===== src/rtl/core/hmrcm_pkg.sv =====
// ----------------------------------------------------------------------------
// hmrcm_pkg
// Shared types, widths and constants of the HSV multi-range color mask.
// ----------------------------------------------------------------------------
package hmrcm_pkg;

    localparam int PIX_W      = 8;
    localparam int FIX_SHIFT  = 12;
    localparam int NUM_BOXES  = 3;
    localparam int CFG_W      = 48;
    localparam int CFG_IDX_W  = 2;

    // Register indexes of the configuration port.
    localparam logic [CFG_IDX_W-1:0] REG_RANGE_A = 2'd0;
    localparam logic [CFG_IDX_W-1:0] REG_RANGE_B = 2'd1;
    localparam logic [CFG_IDX_W-1:0] REG_RANGE_C = 2'd2;

    localparam logic [CFG_W-1:0] RANGE_A_RESET = 48'h1E2B14_7CFFB4;
    localparam logic [CFG_W-1:0] RANGE_B_RESET = 48'h0F2819_1E503C;
    localparam logic [CFG_W-1:0] RANGE_C_RESET = 48'h3C3CBE_64A0FF;

    // Restoring divider settings, common to both reciprocals.
    localparam int DIV_NUM_W      = 21;
    localparam int DIV_DEN_W      = PIX_W + 1;
    localparam int DIV_BITS_STAGE = 3;
    localparam int DIV_STAGES     = DIV_NUM_W / DIV_BITS_STAGE;

    // Numerators without the rounding term: 2*255<<12 and 2*30<<12.
    localparam int S_NUM_BASE = 2 * 255 * (1 << FIX_SHIFT);
    localparam int H_NUM_BASE = 2 * 30 * (1 << FIX_SHIFT);

    localparam int SDIV_W  = 20;
    localparam int HDIV_W  = 17;
    localparam int RAW_W   = 12;
    localparam int SPROD_W = PIX_W + SDIV_W;
    localparam int HPROD_W = 30;
    localparam int SSUM_W  = SPROD_W + 1;
    localparam int T_W     = HPROD_W + 1;
    localparam int HFULL_W = T_W - FIX_SHIFT;
    localparam int SFULL_W = SSUM_W - FIX_SHIFT;

    localparam int ROUND_HALF = 1 << (FIX_SHIFT - 1);
    localparam int H_BIAS     = ROUND_HALF + 180 * (1 << FIX_SHIFT);
    localparam int HUE_WRAP   = 180;
    localparam int PIX_MAX    = 255;

    typedef struct packed {
        logic [DIV_NUM_W-1:0] num;   // numerator bits not yet consumed, MSB first
        logic [DIV_DEN_W-1:0] rem;
        logic [DIV_DEN_W-1:0] den;
        logic [DIV_NUM_W-1:0] quo;
    } t_div;

    typedef struct packed {
        logic [PIX_W-1:0]        vmax;
        logic [PIX_W-1:0]        diff;
        logic signed [RAW_W-1:0] raw;
        t_div                    sdv;
        t_div                    hdv;
    } t_item;

    typedef struct packed {
        logic [PIX_W-1:0] hue;
        logic [PIX_W-1:0] sat;
        logic [PIX_W-1:0] val;
    } t_hsv;

    typedef struct packed {
        logic [PIX_W-1:0] lo_h;
        logic [PIX_W-1:0] lo_s;
        logic [PIX_W-1:0] lo_v;
        logic [PIX_W-1:0] hi_h;
        logic [PIX_W-1:0] hi_s;
        logic [PIX_W-1:0] hi_v;
    } t_box;

    // One step of restoring division: bring down one numerator bit.
    function automatic t_div div_step(input t_div d);
        logic [DIV_DEN_W:0] shifted;
        t_div               o;
        o       = d;
        shifted = {d.rem, d.num[DIV_NUM_W-1]};
        if (shifted >= {1'b0, d.den}) begin
            shifted = shifted - {1'b0, d.den};
            o.quo   = {d.quo[DIV_NUM_W-2:0], 1'b1};
        end else begin
            o.quo   = {d.quo[DIV_NUM_W-2:0], 1'b0};
        end
        o.rem = shifted[DIV_DEN_W-1:0];
        o.num = {d.num[DIV_NUM_W-2:0], 1'b0};
        return o;
    endfunction

endpackage


===== src/rtl/core/hmrcm_front.sv =====
// ----------------------------------------------------------------------------
// hmrcm_front
// First stage: channel max/min, hue numerator and divider setup.
// ----------------------------------------------------------------------------
module hmrcm_front import hmrcm_pkg::*; (
    input  logic             i_clk,
    input  logic             i_rst_n,
    input  logic             i_en,
    input  logic             i_valid,
    input  logic [PIX_W-1:0] i_blue,
    input  logic [PIX_W-1:0] i_green,
    input  logic [PIX_W-1:0] i_red,
    output logic             o_valid,
    output t_item            o_item
);

    logic                    r_valid;
    t_item                   r_item;
    t_item                   n_item;
    logic [PIX_W-1:0]        vmax;
    logic [PIX_W-1:0]        vmin;
    logic [PIX_W-1:0]        diff;
    logic signed [RAW_W-1:0] sb, sg, sr, sd;

    always_comb begin
        vmax = i_blue;
        vmin = i_blue;
        if (i_green > vmax) vmax = i_green;
        if (i_red > vmax)   vmax = i_red;
        if (i_green < vmin) vmin = i_green;
        if (i_red < vmin)   vmin = i_red;
        diff = vmax - vmin;
    end

    assign sb = signed'({4'b0, i_blue});
    assign sg = signed'({4'b0, i_green});
    assign sr = signed'({4'b0, i_red});
    assign sd = signed'({4'b0, diff});

    always_comb begin
        n_item      = '0;
        n_item.vmax = vmax;
        n_item.diff = diff;
        // Red wins ties, then green, then blue.
        if (vmax == i_red) begin
            n_item.raw = sg - sb;
        end else if (vmax == i_green) begin
            n_item.raw = sb - sr + (sd <<< 1);
        end else begin
            n_item.raw = sr - sg + (sd <<< 2);
        end
        n_item.sdv.num = DIV_NUM_W'(S_NUM_BASE) + DIV_NUM_W'(vmax);
        n_item.sdv.den = {vmax, 1'b0};
        n_item.hdv.num = DIV_NUM_W'(H_NUM_BASE) + DIV_NUM_W'(diff);
        n_item.hdv.den = {diff, 1'b0};
    end

    always_ff @(posedge i_clk) begin
        if (!i_rst_n) begin
            r_valid <= 1'b0;
        end else if (i_en) begin
            r_valid <= i_valid;
        end
    end

    always_ff @(posedge i_clk) begin
        if (i_en) begin
            r_item <= n_item;
        end
    end

    assign o_valid = r_valid;
    assign o_item  = r_item;

endmodule


===== src/rtl/core/hmrcm_div_stage.sv =====
// ----------------------------------------------------------------------------
// hmrcm_div_stage
// One divider stage: DIV_BITS_STAGE quotient bits of both reciprocals per cycle while i_en is high.
// ----------------------------------------------------------------------------
module hmrcm_div_stage import hmrcm_pkg::*; (
    input  logic  i_clk,
    input  logic  i_rst_n,
    input  logic  i_en,
    input  logic  i_valid,
    input  t_item i_item,
    output logic  o_valid,
    output t_item o_item
);

    logic  r_valid;
    t_item r_item;
    t_item n_item;

    always_comb begin
        n_item = i_item;
        for (int k = 0; k < DIV_BITS_STAGE; k++) begin
            n_item.sdv = div_step(n_item.sdv);
            n_item.hdv = div_step(n_item.hdv);
        end
    end

    always_ff @(posedge i_clk) begin
        if (!i_rst_n) begin
            r_valid <= 1'b0;
        end else if (i_en) begin
            r_valid <= i_valid;
        end
    end

    always_ff @(posedge i_clk) begin
        if (i_en) begin
            r_item <= n_item;
        end
    end

    assign o_valid = r_valid;
    assign o_item  = r_item;

endmodule


===== src/rtl/core/hmrcm_arith.sv =====
// ----------------------------------------------------------------------------
// hmrcm_arith
// Two stages: reciprocal products, then rounding, wrap and clamping of H and S.
// ----------------------------------------------------------------------------
module hmrcm_arith import hmrcm_pkg::*; (
    input  logic  i_clk,
    input  logic  i_rst_n,
    input  logic  i_en,
    input  logic  i_valid,
    input  t_item i_item,
    output logic  o_valid,
    output t_hsv  o_hsv
);

    logic                      r_valid_m;
    logic [SPROD_W-1:0]        r_sprod;
    logic signed [HPROD_W-1:0] r_hprod;
    logic [PIX_W-1:0]          r_vmax;
    logic [SPROD_W-1:0]        n_sprod;
    logic signed [HPROD_W-1:0] n_hprod;
    logic signed [HPROD_W-1:0] raw_x;
    logic signed [HPROD_W-1:0] hdiv_x;

    logic                      r_valid;
    t_hsv                      r_hsv;
    t_hsv                      n_hsv;
    logic [SSUM_W-1:0]         s_sum;
    logic [SFULL_W-1:0]        s_full;
    logic signed [T_W-1:0]     t_sum;
    logic [HFULL_W-1:0]        h_full;

    // Stage one: the two products.
    assign n_sprod = SPROD_W'(i_item.diff) * SPROD_W'(i_item.sdv.quo[SDIV_W-1:0]);
    assign raw_x   = HPROD_W'(i_item.raw);
    assign hdiv_x  = signed'(HPROD_W'(i_item.hdv.quo[HDIV_W-1:0]));
    assign n_hprod = raw_x * hdiv_x;

    always_ff @(posedge i_clk) begin
        if (!i_rst_n) begin
            r_valid_m <= 1'b0;
        end else if (i_en) begin
            r_valid_m <= i_valid;
        end
    end

    always_ff @(posedge i_clk) begin
        if (i_en) begin
            r_sprod <= n_sprod;
            r_hprod <= n_hprod;
            r_vmax  <= i_item.vmax;
        end
    end

    // Stage two: round to whole units and bring into range.
    always_comb begin
        s_sum  = SSUM_W'(r_sprod) + SSUM_W'(ROUND_HALF);
        s_full = s_sum[SSUM_W-1:FIX_SHIFT];
        t_sum  = T_W'(r_hprod) + T_W'(H_BIAS);
        if (t_sum < 0) begin
            h_full = '0;
        end else begin
            h_full = t_sum[T_W-1:FIX_SHIFT];
        end
        if (h_full >= HFULL_W'(HUE_WRAP)) begin
            h_full = h_full - HFULL_W'(HUE_WRAP);
        end
        n_hsv.val = r_vmax;
        n_hsv.sat = (s_full > SFULL_W'(PIX_MAX)) ? PIX_W'(PIX_MAX) : s_full[PIX_W-1:0];
        n_hsv.hue = (h_full > HFULL_W'(PIX_MAX)) ? PIX_W'(PIX_MAX) : h_full[PIX_W-1:0];
    end

    always_ff @(posedge i_clk) begin
        if (!i_rst_n) begin
            r_valid <= 1'b0;
        end else if (i_en) begin
            r_valid <= r_valid_m;
        end
    end

    always_ff @(posedge i_clk) begin
        if (i_en) begin
            r_hsv <= n_hsv;
        end
    end

    assign o_valid = r_valid;
    assign o_hsv   = r_hsv;

endmodule


===== src/rtl/core/hmrcm_match.sv =====
// ----------------------------------------------------------------------------
// hmrcm_match
// Last stage: tests the HSV value against the boxes and holds the output item.
// ----------------------------------------------------------------------------
module hmrcm_match import hmrcm_pkg::*; (
    input  logic                   i_clk,
    input  logic                   i_rst_n,
    input  logic                   i_en,
    input  logic                   i_valid,
    input  t_hsv                   i_hsv,
    input  t_box [NUM_BOXES-1:0]   i_boxes,
    output logic                   o_valid,
    output logic                   o_mask,
    output t_hsv                   o_hsv
);

    logic                 r_valid;
    logic                 r_mask;
    t_hsv                 r_hsv;
    logic                 n_mask;
    logic [NUM_BOXES-1:0] hit;

    always_comb begin
        for (int i = 0; i < NUM_BOXES; i++) begin
            hit[i] = (i_hsv.hue >= i_boxes[i].lo_h) && (i_hsv.hue <= i_boxes[i].hi_h) &&
                     (i_hsv.sat >= i_boxes[i].lo_s) && (i_hsv.sat <= i_boxes[i].hi_s) &&
                     (i_hsv.val >= i_boxes[i].lo_v) && (i_hsv.val <= i_boxes[i].hi_v);
        end
        n_mask = |hit;
    end

    always_ff @(posedge i_clk) begin
        if (!i_rst_n) begin
            r_valid <= 1'b0;
        end else if (i_en) begin
            r_valid <= i_valid;
        end
    end

    always_ff @(posedge i_clk) begin
        if (i_en) begin
            r_mask <= n_mask;
            r_hsv  <= i_hsv;
        end
    end

    assign o_valid = r_valid;
    assign o_mask  = r_mask;
    assign o_hsv   = r_hsv;

endmodule


===== src/rtl/core/hsv_multi_range_color_mask.sv =====
// ----------------------------------------------------------------------------
// hsv_multi_range_color_mask
// BGR pixel to 8-bit HSV conversion with a three-box color mask.
// ----------------------------------------------------------------------------
// The block takes one pixel per clock while o_stall is low and presents the
// result item of each pixel in order, through eleven register stages. The
// depth is set by the two reciprocals with 12 fraction bits (of the
// maximum for S, of the channel spread for H), which run through a
// shared-format restoring divider of seven stages, three quotient bits per
// stage; one front stage, one multiply stage, one rounding stage and one
// box-compare stage complete the pipeline. A stall on the output freezes the
// whole pipeline, so no item is lost or repeated. The boxes are read live from
// the configuration registers and should only be rewritten while idle.
module hsv_multi_range_color_mask import hmrcm_pkg::*; (
    input  logic                 i_clk,
    input  logic                 i_rst_n,
    input  logic                 i_valid,
    output logic                 o_stall,
    input  logic [PIX_W-1:0]     i_blue,
    input  logic [PIX_W-1:0]     i_green,
    input  logic [PIX_W-1:0]     i_red,
    output logic                 o_valid,
    input  logic                 i_stall,
    output logic                 o_mask_bit,
    output logic [PIX_W-1:0]     o_hue,
    output logic [PIX_W-1:0]     o_saturation,
    output logic [PIX_W-1:0]     o_brightness,
    input  logic                 i_cfg_we,
    input  logic [CFG_IDX_W-1:0] i_cfg_idx,
    input  logic [CFG_W-1:0]     i_cfg_data
);

    logic                 en;
    logic [CFG_W-1:0]     r_range_a;
    logic [CFG_W-1:0]     r_range_b;
    logic [CFG_W-1:0]     r_range_c;
    t_box [NUM_BOXES-1:0] boxes;

    logic                 front_valid;
    t_item                front_item;
    logic                 div_valid [DIV_STAGES+1];
    t_item                div_item  [DIV_STAGES+1];
    logic                 arith_valid;
    t_hsv                 arith_hsv;
    t_hsv                 out_hsv;

    // The pipeline moves whenever the output register is free or being taken.
    assign en      = !(o_valid && i_stall);
    assign o_stall = !en;

    always_ff @(posedge i_clk) begin
        if (!i_rst_n) begin
            r_range_a <= RANGE_A_RESET;
            r_range_b <= RANGE_B_RESET;
            r_range_c <= RANGE_C_RESET;
        end else if (i_cfg_we) begin
            unique case (i_cfg_idx)
                REG_RANGE_A: r_range_a <= i_cfg_data;
                REG_RANGE_B: r_range_b <= i_cfg_data;
                REG_RANGE_C: r_range_c <= i_cfg_data;
                default: ;
            endcase
        end
    end

    assign boxes[0] = t_box'(r_range_a);
    assign boxes[1] = t_box'(r_range_b);
    assign boxes[2] = t_box'(r_range_c);

    hmrcm_front u_front (
        .i_clk   (i_clk),
        .i_rst_n (i_rst_n),
        .i_en    (en),
        .i_valid (i_valid),
        .i_blue  (i_blue),
        .i_green (i_green),
        .i_red   (i_red),
        .o_valid (front_valid),
        .o_item  (front_item)
    );

    assign div_valid[0] = front_valid;
    assign div_item[0]  = front_item;

    for (genvar g = 0; g < DIV_STAGES; g++) begin : g_div
        hmrcm_div_stage u_div (
            .i_clk   (i_clk),
            .i_rst_n (i_rst_n),
            .i_en    (en),
            .i_valid (div_valid[g]),
            .i_item  (div_item[g]),
            .o_valid (div_valid[g+1]),
            .o_item  (div_item[g+1])
        );
    end

    hmrcm_arith u_arith (
        .i_clk   (i_clk),
        .i_rst_n (i_rst_n),
        .i_en    (en),
        .i_valid (div_valid[DIV_STAGES]),
        .i_item  (div_item[DIV_STAGES]),
        .o_valid (arith_valid),
        .o_hsv   (arith_hsv)
    );

    hmrcm_match u_match (
        .i_clk   (i_clk),
        .i_rst_n (i_rst_n),
        .i_en    (en),
        .i_valid (arith_valid),
        .i_hsv   (arith_hsv),
        .i_boxes (boxes),
        .o_valid (o_valid),
        .o_mask  (o_mask_bit),
        .o_hsv   (out_hsv)
    );

    assign o_hue        = out_hsv.hue;
    assign o_saturation = out_hsv.sat;
    assign o_brightness = out_hsv.val;

endmodule


===== config.mk =====
export PLATFORM = sky130hd
export DESIGN_NAME = hsv_multi_range_color_mask
export DESIGN_NICKNAME = d
export VERILOG_FILES = /design/src/rtl/core/hmrcm_pkg.sv /design/src/rtl/core/hmrcm_front.sv /design/src/rtl/core/hmrcm_div_stage.sv /design/src/rtl/core/hmrcm_arith.sv /design/src/rtl/core/hmrcm_match.sv /design/src/rtl/core/hsv_multi_range_color_mask.sv
export SDC_FILE = /design/constraint.sdc
export NUM_CORES = 2
export LEC_CHECK = 0
export ABC_AREA = 0
export BUFFER_PORTS_ARGS = -buffer_cell sky130_fd_sc_hd__buf_2
export CORE_UTILIZATION = 60
export DETAILED_ROUTE_END_ITERATION = 6
export PLACE_DENSITY = 0.76
export SYNTH_ARGS = -nofsm -noshare
export SYNTH_HDL_FRONTEND = slang
export SYNTH_HIERARCHICAL = 1
export SYNTH_SLANG_ARGS = --single-unit

===== constraint.sdc =====
create_clock -name i_clk -period 58.4 [get_ports i_clk]
set_clock_uncertainty 0.1 [all_clocks]
set_input_delay 14.6 -clock i_clk [delete_from_list [all_inputs] [get_ports i_clk]]
set_output_delay 14.6 -clock i_clk [all_outputs]
set_load 0.005 [all_outputs]

== After elaboration in Yosys (flattened, before gate mapping) ==
Cells that the tools add are included.

* Add/sub/neg operators: 51
* Multiply operators: 2
* Magnitude comparators: 68
* Equal/unequal tests: 4
* Mux-type cells: 85
* Reductions and logical operators: 21

{| class="wikitable"
|+ Operator list
! cell !! count
|-
| greater-or-equal comparator 10 x 9 -> 1 bit || 40
|-
| 2-to-1 mux 9 bit || 40
|-
| subtractor 9 bit || 38
|-
| greater-or-equal comparator 8 bit || 9
|-
| less-or-equal comparator 8 bit || 9
|-
| 2-to-1 mux 19 bit || 2
|-
| 2-to-1 mux 1 bit || 37
|-
| 2-to-1 mux 8 bit || 4
|-
| adder 30 x 21 -> 31 bit (second input constant) || 1
|-
| < comparator 31 x 1 -> 1 bit (second input constant) || 1
|-
| multiplier 12 x 18 -> 30 bit || 1
|-
| adder 28 x 12 -> 29 bit (second input constant) || 1
|-
| multiplier 8 x 20 -> 28 bit || 1
|-
| subtractor 8 x 8 -> 9 bit || 3
|-
| 2-to-1 mux 12 bit || 2
|-
| adder 18 x 8 -> 19 bit (first input constant) || 1
|-
| greater-or-equal comparator 19 x 8 -> 1 bit (second input constant) || 1
|-
| > comparator 19 x 8 -> 1 bit (second input constant) || 1
|-
| subtractor 19 x 8 -> 19 bit (second input constant) || 1
|-
| greater-or-equal comparator 1 x 9 -> 1 bit || 2
|-
| subtractor 1 x 9 -> 9 bit || 2
|-
| > comparator 17 x 8 -> 1 bit (second input constant) || 1
|-
| equality test 8 bit || 2
|-
| > comparator 8 bit || 2
|-
| other kinds (11) || 29
|}

* Register bits after elaboration: 904
* Input port bits: 79
* Logic and storage cells: 318

== Depth between registers and ports, before layout ==
* Depth after elaboration: 8
* Mapped depth: 36
* Gate-level depth less buffers: 34

== By module ==
The synthesis kept the hierarchy.

{| class="wikitable"
|+ By module, submodules not included
! module !! times used !! cells each !! area an instance (um^2) !! sequential area each (um^2)
|-
| hmrcm_div_stage (g_div[3].u_div ...) || 4 || 571 || 7434.6 || 4284.1
|-
| hmrcm_div_stage (g_div[0].u_div ...) || 3 || 506 || 7173.1 || 4284.1
|-
| hmrcm_arith || 1 || 1559 || 14312.5 || 2082.0
|-
| hsv_multi_range_color_mask || 1 || 566 || 5741.8 || 2882.8
|-
| hmrcm_front || 1 || 703 || 5662.9 || 860.8
|-
| hmrcm_match || 1 || 494 || 4230.3 || 770.7
|}

== Worst setup path after synthesis ==
Ideal clock, no wire load.

* Kind: input-to-output
* From: input i_stall
* To: output o_stall
* Arrival time: 39384 ps
* Required time: 43700 ps
* Setup slack: 4316 ps
* Stages: 2
* Buffers on the path: 0
* Cell sequence: nand2_1 > inv_1

* Longest elaborated chain between the ends: 1

{| class="wikitable"
|+ Ends and longest elaborated chain
! item !! line !! RTL
|-
| start: declaration || hsv_multi_range_color_mask.sv:23 || <nowiki>input logic i_stall,</nowiki>
|-
| logical AND 1 bit || hsv_multi_range_color_mask.sv:48 || <nowiki>assign en = !(o_valid && i_stall);</nowiki>
|-
| end: declaration || hsv_multi_range_color_mask.sv:18 || <nowiki>output logic o_stall,</nowiki>
|}

Every way passes these cells.

== Worst setup path after layout ==
Ends and elaborated chain as after synthesis.

==> summary.md <==
• result of the run: completed
• critical path capture point type: primary output
• peak clock frequency supported by timing: 32.82 MHz
• yosys warns: 6
• slowest stage delay, CP: 0.59 ns
• Clock transition at path regs: 0.06 ns
• post-synthesis instance area: 0.07029 mm^2
• Slew headroom: 0.2318
• family with the most delay on the worst path: simple AND/OR/NAND/NOR gates
• setup repair after global routing missed its margin: no
• drt initial violations: 3,484
• maximum number of pins on one net before global-route repair: 138
• DRC violations left: 0
• Post-Route WL: 151,100 um
• pin slew with the least headroom to its limit: 1.150 ns
• initial antenna violation count: 0
• layout cells sized above 1: 0.08964
• slowest cell on the critical path: sky130_fd_sc_hd__nand2_4
• Chip Height: 344.3 um
• Via Count: 48,430
• maximum number of buffers from clock root to sink: 3
• number of logic stages on the critical path including buffering: 4
• clock tree from TritonCTS: done
• Core Rows: 125
• Final Hold Violating Endpoints: 0
• number of inserted filler cells in the final layout: 9,073
• average cell area after synthesis: 10.61 um^2
• via-per-instance ratio: 5.854
• Clock Sink Count: 948
• worst-path maximum fanout: 47
• routability congestion estimate: 0.9224
• reg-to-reg endpoint: g_div[4].u_div/o_item[91]
• crit path buf inv count: 3
• count of cells along the worst register-to-register path: 26
• Resize count post-CTS: 0
• Worst Hold Class: flip-flop to flip-flop
• max-slew violation total from the final report: 0
• leading cell type in the layout, fill and taps excluded: sky130_fd_sc_hd__edfxtp_1
• number of setup violations in the final report: 0
• total congestion overflow after global routing: 0
• total CTS buffers: 100
• final cell utilization of the core: 0.6462
• starting utilization of the core area: 0.6049
• cell count after synthesis: 6,626
• number of buffers added to fix hold violations after cts: 0
• setup fix buffers added after clock tree synthesis: 0
• Port Buf Inserts: 105
• number of nets at the end of the flow: 7,763
• launching element type of the critical path: input pin
• Setup WS pre-CTS: 27.89 ns
• Die Footprint: 0.1185 mm^2
• core region area: 0.1162 mm^2
• clock latency at the later pin of the worst-skew pair: 0.68 ns
• Final min period: 30.47 ns
• depth of the CTS H-tree: 3
• Reg2Reg Launch Point: g_div[3].u_div/o_item[81]
• number of iterations in the first detailed-routing pass: 5
• hold-critical path endpoint: g_div[5].u_div/o_item[71]
• first-pass GRT wire length: 244,900 um
• number of global-route vias before repair: 48,190
• startpoint-to-endpoint class of the critical path: input pin to primary output
• required arrival time at the worst endpoint: 43.70 ns
• commonest cells after routing, fill and taps aside: 793 x sky130_fd_sc_hd__edfxtp_1, 781 x sky130_fd_sc_hd__inv_1, 712 x sky130_fd_sc_hd__ha_1
• launch instance of the worst min-delay path: g_div[4].u_div/o_item[68]
• ANT nets after route: 0
• Final TNS setup: 0 ns
• All-Layer GR Usage: 0.2552
• flop-to-flop setup slack: 50.36 ns
• most repeated library cell on the critical path: sky130_fd_sc_hd__buf_2
• CP arrival: 15.77 ns
• final-layout worst hold slack: 0.3013 ns
• setup slack of the critical path after layout: 27.93 ns
• crit share post-route: 0.5218
• detailed-placement wirelength estimate: 114,400 um
• floorplan die width: 344.3 um
• worst hold path cell count: 0
• WL per Instance: 18.26 um
• worst-path cell chain: buf_2, nand2_4, inv_1, buf_2
• number of I/O pins: 106
• ant diodes: 0
• clock tree root driver cell: sky130_fd_sc_hd__clkbuf_16
• Max-Cap Viols: 0
• P&R area growth vs syn: 6.837%
==> state kept, by name, indices dropped and copies added (netlist names), 7 cells and up <==
signal / count
g_div.u_div/o_item: 672
r_range_a: 48
r_range_b: 48
r_range_c: 48
u_front/o_item: 28
u_arith/o_hsv: 24
u_match/o_hsv: 24
u_arith/r_hprod: 19
u_arith/r_sprod: 17
u_arith/r_vmax: 8
g_div.u_div/o_valid: 7
==> metrics by stage <==
stage	cells	cell area (um^2)
final	8273	75090
after CTS	8273	75090
after global routing	8273	75090
after detailed placement	8091	71770
after floorplan	6670	70450
after global placement	8091	71770
==> per-layer routing <==
metal,wire [um],vias up,global-route usage
met5,0,-,0
met4,4157,0,0.07670
met3,6809,277,0.02976
met2,72530,1209,0.4378
met1,67600,23460,0.3392
li1,-,23480,-
==> worst register-to-register path: stages, from the launching register on <==
cell and delay (ns):
sky130_fd_sc_hd__edfxtp_1 0.54, sky130_fd_sc_hd__ha_1 0.22, sky130_fd_sc_hd__inv_1 0.05, sky130_fd_sc_hd__fa_1 0.42
sky130_fd_sc_hd__a21o_1 0.19, sky130_fd_sc_hd__a21oi_2 0.22, sky130_fd_sc_hd__a21oi_1 0.15, sky130_fd_sc_hd__nor4_4 0.35
sky130_fd_sc_hd__mux2_2 0.45, sky130_fd_sc_hd__ha_1 0.34, sky130_fd_sc_hd__nor2b_1 0.15, sky130_fd_sc_hd__o21ai_1 0.24
sky130_fd_sc_hd__a31oi_1 0.14, sky130_fd_sc_hd__a211oi_1 0.31, sky130_fd_sc_hd__and2_1 0.59, sky130_fd_sc_hd__clkinv_1 0.46
sky130_fd_sc_hd__nor2_1 0.19, sky130_fd_sc_hd__a21oi_1 0.10, sky130_fd_sc_hd__fa_1 0.45, sky130_fd_sc_hd__a21o_1 0.18
sky130_fd_sc_hd__a21oi_1 0.28, sky130_fd_sc_hd__o211ai_1 0.18, sky130_fd_sc_hd__o22ai_1 0.38, sky130_fd_sc_hd__o21ai_1 0.28
sky130_fd_sc_hd__o22ai_2 0.38, sky130_fd_sc_hd__inv_2 0.11, sky130_fd_sc_hd__a221oi_1 0.36
==> area by class of cell <==
| class | instances | area (um^2) | share of cell area |
|---|---|---|---|
| clock inverter | 65 | 720.7 | 0.009597 |
| sequential | 948 | 26920 | 0.3584 |
| multi-input combinational | 4687 | 39210 | 0.5222 |
| clock buffer | 117 | 2606 | 0.03471 |
| timing repair buffer | 131 | 726.9 | 0.009680 |
| tap | 1524 | 1907 | 0.02539 |
| inverter | 801 | 3007 | 0.04004 |
==> how the worst max path moves through the flow <==
stage / end / from
finish: o_stall / i_stall
global route: o_stall / i_stall
CTS: o_stall / i_stall
detailed placement: o_stall / i_stall
global placement: o_stall / i_stall
floorplan: o_stall / i_stall
Power is not shown: default switching activity piles up to over one toggle a cycle in this logic, so the estimate is an artifact.
